`src/design/arprf_pkg.sv`:
```
package arprf_pkg;

    // frame byte position, saturating at the end of the fields of interest
    typedef logic [5:0] byte_pos_t;

    localparam int MAC_W = 48;
    localparam int IP_W  = 32;

    typedef logic [MAC_W-1:0] mac_addr_t;
    typedef logic [IP_W-1:0]  ip_addr_t;

    // result word, sender mac in the low bits
    typedef struct packed {
        ip_addr_t  sender_ip;
        mac_addr_t sender_mac;
    } reply_data_t;

    localparam byte_pos_t POS_DEST_END = 6'd6;
    localparam byte_pos_t POS_TYPE_HI  = 6'd12;
    localparam byte_pos_t POS_TYPE_LO  = 6'd13;
    localparam byte_pos_t POS_OPCODE   = 6'd21;
    localparam byte_pos_t POS_SHA_LO   = 6'd22;
    localparam byte_pos_t POS_SHA_HI   = 6'd27;
    localparam byte_pos_t POS_SPA_LO   = 6'd28;
    localparam byte_pos_t POS_SPA_HI   = 6'd31;
    localparam byte_pos_t POS_MAX      = 6'd32;

    localparam logic [7:0] ETHERTYPE_ARP_HI = 8'h08;
    localparam logic [7:0] ETHERTYPE_ARP_LO = 8'h06;
    localparam logic [7:0] ARP_OP_REPLY     = 8'h02;

endpackage

```
`src/design/arp_reply_frame_filter.sv`:
```
// channel | dir | width          | contents (lowest bit first)
// s_      | in  | tdata 8, tlast | data_byte; tlast = frame_last
// m_      | out | tdata 80, tuser| sender_mac, sender_ip; tuser = reply_valid
// cfg_    | in  | wdata 48       | own_mac, written when cfg_we is high
//
// one byte is taken every cycle that s_tready is high; the frame state is updated at the accepting edge
// a frame's result appears on m_ in the cycle after its last byte is taken
// the single output register allows a new word in the cycle that the result is taken
// s_tready drops only while a result waits and m_tready is low
// aresetn is synchronous and active low; it clears own_mac and all frame state
module arp_reply_frame_filter (
    input  logic         aclk,
    input  logic         aresetn,

    input  logic         s_tvalid,
    output logic         s_tready,
    input  logic [7:0]   s_tdata,     // [7:0] data_byte
    input  logic         s_tlast,     // frame_last

    output logic         m_tvalid,
    input  logic         m_tready,
    output logic [79:0]  m_tdata,     // [47:0] sender_mac, [79:48] sender_ip
    output logic         m_tuser,     // reply_valid

    input  logic         cfg_we,
    input  logic [47:0]  cfg_wdata    // own_mac, byte 0 of the frame in [47:40]
);

    // configuration
    arprf_pkg::mac_addr_t   own_mac_reg;

    // frame state
    arprf_pkg::byte_pos_t   byte_count_reg, byte_count_next;
    logic                   dest_match_reg, dest_match_next;
    logic                   type_match_reg, type_match_next;
    logic                   opcode_match_reg, opcode_match_next;
    arprf_pkg::mac_addr_t   captured_mac_reg, captured_mac_next;
    arprf_pkg::ip_addr_t    captured_ip_reg, captured_ip_next;

    // result register
    logic                   m_tvalid_reg, m_tvalid_next;
    logic                   reply_valid_reg, reply_valid_next;
    arprf_pkg::reply_data_t reply_data_reg, reply_data_next;

    logic                   s_accept;
    logic [7:0]             want_byte;
    logic                   reply_ok;

    // a byte may come in whenever the result slot is free or being emptied
    assign s_tready = !m_tvalid_reg || m_tready;
    assign s_accept = s_tvalid && s_tready;

    // destination byte expected at this position, byte 0 is the top of own_mac
    assign want_byte = own_mac_reg[{3'd5 - byte_count_reg[2:0], 3'b000} +: 8];

    always_comb begin
        byte_count_next   = byte_count_reg;
        dest_match_next   = dest_match_reg;
        type_match_next   = type_match_reg;
        opcode_match_next = opcode_match_reg;
        captured_mac_next = captured_mac_reg;
        captured_ip_next  = captured_ip_reg;

        if (byte_count_reg < arprf_pkg::POS_DEST_END) begin
            // destination address
            if (s_tdata != want_byte) begin
                dest_match_next = 1'b0;
            end
        end else if (byte_count_reg == arprf_pkg::POS_TYPE_HI) begin
            if (s_tdata != arprf_pkg::ETHERTYPE_ARP_HI) begin
                type_match_next = 1'b0;
            end
        end else if (byte_count_reg == arprf_pkg::POS_TYPE_LO) begin
            if (s_tdata != arprf_pkg::ETHERTYPE_ARP_LO) begin
                type_match_next = 1'b0;
            end
        end else if (byte_count_reg == arprf_pkg::POS_OPCODE) begin
            // only the low opcode byte is looked at
            opcode_match_next = (s_tdata == arprf_pkg::ARP_OP_REPLY);
        end else if (byte_count_reg >= arprf_pkg::POS_SHA_LO &&
                     byte_count_reg <= arprf_pkg::POS_SHA_HI) begin
            captured_mac_next = {captured_mac_reg[arprf_pkg::MAC_W-9:0], s_tdata};
        end else if (byte_count_reg >= arprf_pkg::POS_SPA_LO &&
                     byte_count_reg <= arprf_pkg::POS_SPA_HI) begin
            captured_ip_next = {captured_ip_reg[arprf_pkg::IP_W-9:0], s_tdata};
        end

        // saturate once the sender ip has gone past
        if (byte_count_reg < arprf_pkg::POS_MAX) begin
            byte_count_next = byte_count_reg + 6'd1;
        end
    end

    // verdict from the state including the byte just taken
    assign reply_ok = dest_match_next && type_match_next && opcode_match_next &&
                      (byte_count_next >= arprf_pkg::POS_MAX);

    always_comb begin
        m_tvalid_next    = m_tvalid_reg;
        reply_valid_next = reply_valid_reg;
        reply_data_next  = reply_data_reg;
        if (s_accept && s_tlast) begin
            m_tvalid_next              = 1'b1;
            reply_valid_next           = reply_ok;
            reply_data_next.sender_mac = reply_ok ? captured_mac_next : '0;
            reply_data_next.sender_ip  = reply_ok ? captured_ip_next : '0;
        end else if (m_tready) begin
            m_tvalid_next = 1'b0;
        end
    end

    always_ff @(posedge aclk) begin
        if (!aresetn) begin
            own_mac_reg <= '0;
        end else if (cfg_we) begin
            own_mac_reg <= cfg_wdata;
        end
    end

    always_ff @(posedge aclk) begin
        if (!aresetn) begin
            byte_count_reg   <= '0;
            dest_match_reg   <= 1'b1;
            type_match_reg   <= 1'b1;
            opcode_match_reg <= 1'b0;
            captured_mac_reg <= '0;
            captured_ip_reg  <= '0;
        end else if (s_accept) begin
            if (s_tlast) begin
                // back to the start of a frame
                byte_count_reg   <= '0;
                dest_match_reg   <= 1'b1;
                type_match_reg   <= 1'b1;
                opcode_match_reg <= 1'b0;
                captured_mac_reg <= '0;
                captured_ip_reg  <= '0;
            end else begin
                byte_count_reg   <= byte_count_next;
                dest_match_reg   <= dest_match_next;
                type_match_reg   <= type_match_next;
                opcode_match_reg <= opcode_match_next;
                captured_mac_reg <= captured_mac_next;
                captured_ip_reg  <= captured_ip_next;
            end
        end
    end

    always_ff @(posedge aclk) begin
        if (!aresetn) begin
            m_tvalid_reg <= 1'b0;
        end else begin
            m_tvalid_reg <= m_tvalid_next;
        end
    end

    // result payload, loaded only with a last byte
    always_ff @(posedge aclk) begin
        reply_valid_reg <= reply_valid_next;
        reply_data_reg  <= reply_data_next;
    end

    assign m_tvalid = m_tvalid_reg;
    assign m_tuser  = reply_valid_reg;
    assign m_tdata  = reply_data_reg;

    // count never runs past its saturation point
    assert property (@(posedge aclk) disable iff (!aresetn)
        byte_count_reg <= arprf_pkg::POS_MAX)
        else $error("byte count beyond saturation");

    // a last byte always leaves a result and a fresh frame state
    assert property (@(posedge aclk) disable iff (!aresetn)
        (s_accept && s_tlast) |=> (m_tvalid && byte_count_reg == '0 &&
                                   dest_match_reg && type_match_reg && !opcode_match_reg))
        else $error("frame end not handled");

    // a rejected frame carries no addresses
    assert property (@(posedge aclk) disable iff (!aresetn)
        (m_tvalid && !m_tuser) |-> (m_tdata == '0))
        else $error("addresses on a rejected frame");

    // a reply is flagged only for a frame that reached the sender ip
    assert property (@(posedge aclk) disable iff (!aresetn)
        (s_accept && s_tlast && byte_count_reg < arprf_pkg::POS_SPA_HI) |=> !m_tuser)
        else $error("short frame accepted as reply");

    // the input is never held off while the result slot is free
    assert property (@(posedge aclk) disable iff (!aresetn)
        !m_tvalid_reg |-> s_tready)
        else $error("input stalled with empty result slot");

endmodule

```
`config.mk`:
```
export PLATFORM = sky130hd
export DESIGN_NAME = arp_reply_frame_filter
export DESIGN_NICKNAME = d
export VERILOG_FILES = /design/src/design/arprf_pkg.sv /design/src/design/arp_reply_frame_filter.sv
export SDC_FILE = /design/constraint.sdc
export NUM_CORES = 1
export LEC_CHECK = 0
export BUFFER_PORTS_ARGS = -buffer_cell sky130_fd_sc_hd__buf_4
export CORE_MARGIN = 1
export CORE_UTILIZATION = 49
export CTS_CLUSTER_DIAMETER = 200
export DETAILED_ROUTE_END_ITERATION = 10
export PLACE_DENSITY_LB_ADDON = 0.05
export SKIP_LAST_GASP = 1
export SYNTH_ARGS = -nofsm -noshare
export SYNTH_HDL_FRONTEND = slang
export SYNTH_SLANG_ARGS = --single-unit
```
`constraint.sdc`:
```
create_clock -name aclk -period 3.4 [get_ports aclk]
set_clock_uncertainty 0.05 [all_clocks]
set_input_delay 0.17 -clock aclk [delete_from_list [all_inputs] [get_ports aclk]]
set_output_delay 0.17 -clock aclk [all_outputs]
set_load 0.05 [all_outputs]
```
==> Word-level counts from Yosys, hierarchy flattened <==
Cells that the tools add are included.
{ "classes": {"eq_ne": 7, "add_sub_neg": 2, "muxes": 31, "n_lt_le_gt_ge": 7, "shifts": 1, "reduce_logical": 10} }
{ "ops": {"columns": ["operator", "n"], "rows": [
  ["$mux W48", 6],
  ["$mux W32", 7],
  ["$shiftx A48 B7 Y8", 1],
  ["$mux W1", 16],
  ["$eq A6 B4 Y1 const B", 2],
  ["$ge A6 B5 Y1 const B", 2],
  ["$le A6 B5 Y1 const B", 2],
  ["$mux W6", 2],
  ["$eq A8 B2 Y1 const B", 1],
  ["$ne A8 B3 Y1 const B", 1],
  ["$ne A8 B4 Y1 const B", 1],
  ["$ne A8 B8 Y1", 1],
  ["$logic_and A1 B1 Y1", 7],
  ["$add A6 B1 Y6 const B", 1],
  ["$eq A6 B5 Y1 const B", 1],
  ["$ge A6 B6 Y1 const B", 1],
  ["$lt A6 B3 Y1 const B", 1],
  ["$lt A6 B6 Y1 const B", 1],
  ["$sub A3 B3 Y3 const A", 1],
  ["$reduce_bool A2 Y1", 1],
  ["$logic_not A1 Y1", 1],
  ["$logic_or A1 B1 Y1", 1]
]} }
{ "word_totals": {"regBits": 219, "wordCells": 69, "out_inout_bits": 83} }

==> Longest topological paths before layout <==
Gate-level depths: netlist (run 1).
{ "logic_depth": {"depth_word": 9, "mapped_depth": 13} }

==> Least setup slack after synthesis (run 1) <==
OpenSTA, ideal clock, no wires.
{ "synth_path": {"path_kind": "register -> register", "startpoint": "register m_tvalid_reg (netlist: m_tvalid)", "endpoint": "register reply_data_reg, in the netlist m_tdata[0], enable pin", "slack_ps": -20, "period_less_slack_ps": 3420, "stages_incl_launch_ff": 5, "path_buffers": 0, "required_ps": 2916, "arrival_time_ps": 2935, "path_cell_list": "dfxtp_1 > nand2b_1 > and2_1 > nand2_1 > inv_1"} }
{ "synth_via": {"elab_chain_len": 4} }
{ "synth_rtl": {"columns": ["item", "line_no", "rtl"], "rows": [
  ["start, declared", "arp_reply_frame_filter.sv:41", "logic m_tvalid_reg, m_tvalid_next;"],
  ["start signal, assigned", "arp_reply_frame_filter.sv:152", "m_tvalid_reg <= m_tvalid_next;"],
  ["$logic_not A1 Y1", "arp_reply_frame_filter.sv:50", "assign s_tready = !m_tvalid_reg || m_tready;"],
  ["$logic_or A1 B1 Y1", "arp_reply_frame_filter.sv:50", null],
  ["via s_tready", "arp_reply_frame_filter.sv:16", "output logic s_tready,"],
  ["$logic_and A1 B1 Y1", "arp_reply_frame_filter.sv:51", "assign s_accept = s_tvalid && s_tready;"],
  ["$logic_and A1 B1 Y1", "arp_reply_frame_filter.sv:102", "if (s_accept && s_tlast) begin"],
  ["end signal, assigned", "arp_reply_frame_filter.sv:159", "reply_data_reg <= reply_data_next;"],
  ["end, declared", "arp_reply_frame_filter.sv:43", "arprf_pkg::reply_data_t reply_data_reg, reply_data_next;"]
]} }
The timed path passes the listed nets, and every way through them passes these cells.
A chain may end at the register's enable or synchronous reset.

==> Final worst setup path (run 1) <==
{ "layout_path": {"startpoint": "register byte_count_reg[1]", "endpoint": "register reply_data_reg, in the netlist m_tdata[30], data pin"} }
{ "layout_via": {"elab_chain_len": 8} }
{ "layout_rtl": {"columns": ["item", "line_no", "rtl"], "rows": [
  ["start, declared", "arp_reply_frame_filter.sv:33", "arprf_pkg::byte_pos_t byte_count_reg, byte_count_next;"],
  ["start signal, assigned", "arp_reply_frame_filter.sv:138", "byte_count_reg <= byte_count_next;"],
  ["$sub A3 B3 Y3", "arp_reply_frame_filter.sv:54", "assign want_byte = own_mac_reg[{3'd5 - byte_count_reg[2:0], 3'b000} +: 8];"],
  ["$shiftx A48 B7 Y8", "arp_reply_frame_filter.sv:54", null],
  ["$ne A8 B8 Y1", "arp_reply_frame_filter.sv:66", "if (s_tdata != want_byte) begin"],
  ["$mux W1", "arp_reply_frame_filter.sv:66", null],
  ["$mux W1", "arp_reply_frame_filter.sv:64", "if (byte_count_reg < arprf_pkg::POS_DEST_END) begin"],
  ["$logic_and A1 B1 Y1 (3 in series)", "arp_reply_frame_filter.sv:95", "assign reply_ok = dest_match_next && type_match_next && opcode_match_next &&"]
]} }
Parallel ways exist; a longest one is shown, timed or not.

==> results.py, run 1 <==
metrics = {
    "placed_design": {
        "gp_congestion": 0.811,
        "place_inst": 1298,
        "placed_area_um2": 11100,
        "port_buffers": 144,
        "dpl.hpwl_um": 14000,
    },
    "synthesis": {
        "ys_seq_area_frac": 0.522,
        "yosys_warnings": 0,
        "syn_area_um2": 9950,
        "ys_ff_latch": 219,
        "synth_area_leaders": "dfxtp_1 (28%), edfxtp_1 (24%), nor2b_1 (8.3%), mux2i_1 (7.3%), a21oi_2 (7.0%)",
        "avgSynthCellArea_um2": 10.4,
        "yosys_most_used_dff": "dfxtp_1",
        "syn_nets": 1025,
        "synth-edff-count": 81,
        "synth_cell_types": 48,
        "ys_async_sr_fraction": 0,
        "yosysTopAreaCellShare": 0.278,
        "netlist_instances": 956,
        "synth_top_cell_by_area": "dfxtp_1",
    },
    "setup_path": {
        "critPathArrivalTime_ps": 2900,
        "start_kind": "flip-flop",
        "crit_type": "flip-flop to flip-flop",
        "r2r.worst_path.cells": 8,
        "reg2reg_to": "m_tdata[30]$_SDFFCE_PN0P_",
        "rrSetupSlack_ps": 690,
        "r2r-start": "byte_count_reg[1]$_SDFFE_PN0P_",
        "cp.required_ps": 3590,
        "crit_path_end_kind": "flip-flop",
        "crit_fanout": 48,
    },
    "layout": {
        "diodes": 0,
        "fillers": 1654,
        "final_cell_mix": "nand2_1 (169), buf_4 (157), dfxtp_1 (138), nor2b_1 (132), edfxtp_1 (81)",
        "layout-drive-gt1-share": 0.255,
        "largest_reg_flops": 80,
        "stdcell_count": 1392,
        "fin_area_um2": 12400,
        "final_common_cell": "nand2_1",
        "area_growth_pct": 24.3,
        "final_util": 0.628,
        "nets": 1178,
    },
    "global_routing": {
        "overflow": 0,
        "grt_max_degree": 82,
        "grt_pass1_wl_um": 36200,
        "grt_pass1_vias": 6910,
        "antenna_found_initial": 0,
        "track_usage": 0.220,
    },
    "routing": {
        "drt_iter0_markers": 480,
        "via_per_inst": 5.21,
        "wirelength_um": 22900,
        "drtAntennaViolNets": 0,
        "vias": 7258,
        "wl_per_cell_um": 16.5,
        "drt_pass1_iterations": 5,
        "drc": 0,
    },
    "flow_run": {
        "drv_cap": 0,
    },
    "status": {
        "outcome": "completed",
    },
    "cts": {
        "cts_setup_buffers": 0,
        "cts_sinks": 219,
        "cts-buffers-inserted": 24,
        "cts_max_path_buffers": 3,
        "insertion_delay_ps": 510,
        "cts_tree": "done",
        "path_clk_slew_ps": 60,
        "cts-root-buf": "clkbuf_16",
        "htreeDepth": 1,
    },
    "power_and_ir_drop": {
        "ir_drop_v": 0.000343,
        "power_leakage_nw": 4.12,
        "power.density_nw_per_um2": 476,
    },
    "hold_path": {
        "holdPathEnd": "m_tvalid$_SDFFE_PN0P_",
        "holdPathStages": 3,
        "min-delay-start": "m_tready",
        "hp-class": "input port to flip-flop",
    },
    "floorplanning": {
        "die_w_um": 145,
        "start_util": 0.505,
        "die_h_um": 145,
        "dieArea_um2": 20900,
        "ios": 145,
        "coreArea_um2": 19700,
        "row_count": 51,
    },
    "timing": {
        "hold_violations": 0,
        "relSlewSlack": 0.344,
        "tightest_slew_ps": 984,
        "setup_viol": 0,
        "fmax_ghz": 0.369,
        "drv_slew": 0,
        "rsz0062_at_grt": "no",
        "period_share": 0.798,
        "setup_tns_ps": 0,
        "min_period_ps": 2710,
    },
}
==> worst max-delay path, stage by stage, from the launching register on <==
cell and delay (ps):
dfxtp_1 590, inv_1 160, ha_1 220, nand2_1 140
nor3_4 50, nand3b_1 230, or2_2 670, nand2_1 240
a21oi_2 70
==> Yosys cell counts (11+ instances only) <==
master    count
a22oi_1      80
clkbuf_1     49
mux2i_1      73
o21ai_0      11
dfxtp_1     138
a21oi_2      79
edfxtp_1     81
nor2b_1     132
o22ai_1      12
buf_2        16
xnor2_1      16
nand2_1     169
==> worst max path at each step <==
| stage | cells past startpoint | startpoint | slack [ps] | end |
|---|---|---|---|---|
| floorplan | 4 | m_tvalid$_SDFFE_PN0P_ | 190 | m_tdata[0]$_SDFFCE_PN0P_ |
| global placement | 8 | byte_count_reg[0]$_SDFFE_PN0P_ | 770 | m_tdata[53]$_SDFFCE_PN0P_ |
| detailed placement | 8 | byte_count_reg[1]$_SDFFE_PN0P_ | 720 | m_tdata[38]$_SDFFCE_PN0P_ |
| CTS | 8 | byte_count_reg[1]$_SDFFE_PN0P_ | 690 | m_tdata[38]$_SDFFCE_PN0P_ |
| global route | 7 | byte_count_reg[1]$_SDFFE_PN0P_ | 440 | m_tdata[42]$_SDFFCE_PN0P_ |
| finish | 8 | byte_count_reg[1]$_SDFFE_PN0P_ | 690 | m_tdata[30]$_SDFFCE_PN0P_ |
==> per-layer routing <==
metal  up-vias  global-route usage  routed length (µm)
li1       3636                   -                   -
met1      3420               0.302               10700
met2       179               0.363               10700
met3        23              0.0344                1270
met4         0              0.0510                 292
met5         -                   0                   0
==> cell type report <==
type,count,area (µm²),area share
clock buffer,32,692,0.0559
clock inverter,12,56.3,0.00455
inverter,6,26.3,0.00212
multi-input combinational,649,4360,0.352
sequential,219,5190,0.420
tap,265,332,0.0268
timing repair buffer,209,1720,0.139
==> metrics by stage <==
step	setup WS, ps	hold slack [ps]	total power [mW]
6_report	688	34.2	5.90
5_1_grt	443	35.7	6.09
4_1_cts	693	8.51	5.94
3_5_place_dp	719	386	3.46
3_3_place_gp	774	375	3.45
2_1_floorplan	188	289	3.27
==> timing repair <==
| action | in CTS | in global routing |
|---|---|---|
| gates resized for setup | 0 | 0 |
| hold endpoints to repair | 50 | 0 |
| hold buffers | 50 | 0 |
==> report_power, final <==
part	total [mW]	leakage, nW	internal (mW)	switching, mW
registers	2.83	1.83	2.79	0.0401
logic	0.608	1.91	0.249	0.360
clock network	2.45	0.380	1.42	1.03
==> logic make-up (layout without fill, tap and decap cells) <==
logic type	count (synthesis)	after routing	synth area share
multiplexers	73	73	0.0734
buffers and inverters	88	259	0.0435
flip-flops	219	219	0.522
adder cells (fa/ha/maj)	7	7	0.00880
AO/OA/AOI/OAI	196	196	0.154
XOR/XNOR	19	19	0.0167
AND/OR/NAND/NOR	354	354	0.181
Power figures use the tool's default switching activity.
==> run 2, diff against run 1 <==
==> constraint.sdc (replaced) <==
create_clock -name aclk -period 2.5 [get_ports aclk]
set_clock_uncertainty 0.05 [all_clocks]
set_input_delay 0.125 -clock aclk [delete_from_list [all_inputs] [get_ports aclk]]
set_output_delay 0.125 -clock aclk [all_outputs]
set_load 0.05 [all_outputs]
==> run 2 against run 1 <==
  * Core utilization grew 1.2 points
  * Sequential share of layout area fell by 0.75 points
  * Total power grew 38%
  * Clock-buffer cell count grew 5
  * Setup slack got worse by 540 ps
  * Die area unchanged
  * Worst hold slack got worse by 28 ps
  * Final area increased by 1.9%
  * Sequential power rose by 36%
==> results.py, run 2 (same netlist as run 1, synthesis figures left out) <==
metrics = {
    "power_and_ir_drop": {
        "power_leakage_nw": 4.20,
        "power.density_nw_per_um2": 646,
        "ir_drop_v": 0.000562,
    },
    "setup_path": {
        "crit_end": "m_tdata[38]$_SDFFCE_PN0P_",
        "r2r-start": "byte_count_reg[1]$_SDFFE_PN0P_",
        "start_kind": "flip-flop",
        "cpMaxStageDelayCell": "dfxtp_1",
        "cp-startpoint": "byte_count_reg[1]$_SDFFE_PN0P_",
        "r2r.worst_path.cells": 9,
        "crit_type": "flip-flop to flip-flop",
        "cp_cell_sequence": "inv_1 -> ha_1 -> nand2_1 -> nor3_4 -> nand3b_1 -> or2_2 -> buf_4 -> nand2_1 -> a21oi_2",
        "rrSetupSlack_ps": 140,
        "cp.required_ps": 2700,
        "crit_fanout": 48,
        "crit_path_end_kind": "flip-flop",
        "crit_top_cell": "nand2_1",
        "reg2reg_to": "m_tdata[38]$_SDFFCE_PN0P_",
        "critPathArrivalTime_ps": 2550,
        "critical-path-max-stage-delay_ps": 430,
    },
    "floorplanning": {
        "dieArea_um2": 20900,
        "row_count": 51,
        "die_w_um": 145,
        "die_h_um": 145,
        "coreArea_um2": 19700,
        "ios": 145,
        "start_util": 0.505,
    },
    "global_routing": {
        "overflow": 0,
        "grt_pass1_wl_um": 37300,
        "antenna_found_initial": 0,
        "grt_pass1_vias": 7007,
        "track_usage": 0.228,
        "grt_max_degree": 113,
    },
    "timing": {
        "min_period_ps": 2360,
        "hold_violations": 0,
        "drv_slew": 0,
        "setup_tns_ps": 0,
        "tightest_slew_ps": 836,
        "fmax_ghz": 0.425,
        "hold_ws_ps": 6.04,
        "rsz0062_at_grt": "no",
        "period_share": 0.942,
        "setup_slack_ps": 144,
        "setup_viol": 0,
        "relSlewSlack": 0.443,
    },
    "hold_path": {
        "min-delay-start": "s_tdata[2]",
        "hp-class": "input port to flip-flop",
    },
    "layout": {
        "multi_input_area_um2": 4380,
        "largest_reg_flops": 80,
        "area_growth_pct": 26.7,
        "layout-drive-gt1-share": 0.256,
        "final_util": 0.640,
        "nets": 1188,
        "final_cell_mix": "nand2_1 (168), buf_4 (151), dfxtp_1 (137), nor2b_1 (132), edfxtp_1 (81)",
        "fillers": 1613,
        "seq_area_um2": 5200,
        "final_common_cell": "nand2_1",
    },
    "routing": {
        "drt-met1-wl_um": 10900,
        "dr_wl_met2_um": 11100,
        "drt_pass1_iterations": 5,
        "vias": 7402,
        "drtAntennaViolNets": 0,
        "drc": 0,
        "wl_per_cell_um": 16.7,
        "via_per_inst": 5.28,
        "maxUsedRoutingLayer": "met4",
        "wirelength_um": 23400,
        "drt_iter0_markers": 435,
        "dr_wl_met3_um": 970,
    },
    "placed_design": {
        "dpl.hpwl_um": 14000,
        "port_buffers": 144,
        "dpl_worst_slack_ps": 169,
        "gp_congestion": 0.808,
    },
    "cts": {
        "cts_tree": "done",
        "cts-root-buf": "clkbuf_16",
        "htreeDepth": 1,
        "cts_max_path_buffers": 3,
        "path_clk_slew_ps": 60,
        "cts_sinks": 219,
        "insertion_delay_ps": 520,
        "cts-buffers-inserted": 24,
        "cts_setup_buffers": 0,
    },
    "flow_run": {
        "drv_cap": 0,
    },
    "status": {
        "outcome": "completed",
    },
}
==> run 2: changes by cell type in the layout (fill, tap and decap cells not counted), moves of 3 or more <==
cell           change
clkbuf_1           +5
clkinv_2           -4
clkinv_1           -3
buf_4              -6
buf_12             +7
dlygate4sd3_1      +9
==> run 2: where the power goes <==
| group | internal, mW | switching, mW | total (mW) |
|---|---|---|---|
| sequential | 3.80 | 0.0515 | 3.85 |
| combinational | 0.355 | 0.502 | 0.857 |
| clock | 2.03 | 1.41 | 3.44 |
| total | 6.19 | 1.96 | 8.14 |
==> run 2: worst min-delay path by stage <==
stage                                        to  cells past startpoint
3_5_place_dp       own_mac_reg[30]$_SDFFE_PN0P_                      3
5_1_grt        captured_mac_reg[2]$_SDFFE_PN0P_                      3
2_1_floorplan       own_mac_reg[0]$_SDFFE_PN0P_                      2
4_1_cts        captured_mac_reg[2]$_SDFFE_PN0P_                      3
6_report       captured_mac_reg[2]$_SDFFE_PN0P_                      3
3_3_place_gp       own_mac_reg[23]$_SDFFE_PN0P_                      3
==> run 2: final cells by class <==
type,count,share of cell area
repair buffers,219,0.151
well taps,265,0.0263
flip-flops and latches,219,0.412
multi-input cells,649,0.347
diodes,1,0.000198
clock buffers,37,0.0555
inverters,6,0.00208
clock inverters,7,0.00566
==> run 2: critical path, delay by kind of cell, from the launching register on <==
family | cells | cell delay (ps)
buf+inv | 2 | 410
compound gates | 1 | 70
fa+ha+maj | 1 | 220
flops | 1 | 430
simple gates | 5 | 890
==> run 2: stage by stage <==
stage	cells	total power [mW]	cell area, µm²
after floorplan	956	4.45	9980
after global placement	1299	4.71	11200
after detailed placement	1299	4.72	11200
after CTS	1402	8.20	12600
after global routing	1402	8.39	12600
final	1403	8.14	12600
==> run 2: what timing repair did <==
item | 4_1_cts | 5_1_grt
resized for setup | 0 | 1
endpoints found under the setup margin | 0 | 1
endpoints found under the hold margin | 79 | 0
hold buffers | 59 | 0
==> run 2: per-layer routing <==
metal | track usage | vias up
met5 | 0 | -
met4 | 0.0548 | 0
met3 | 0.0344 | 35
met2 | 0.378 | 183
met1 | 0.311 | 3529
li1 | - | 3655
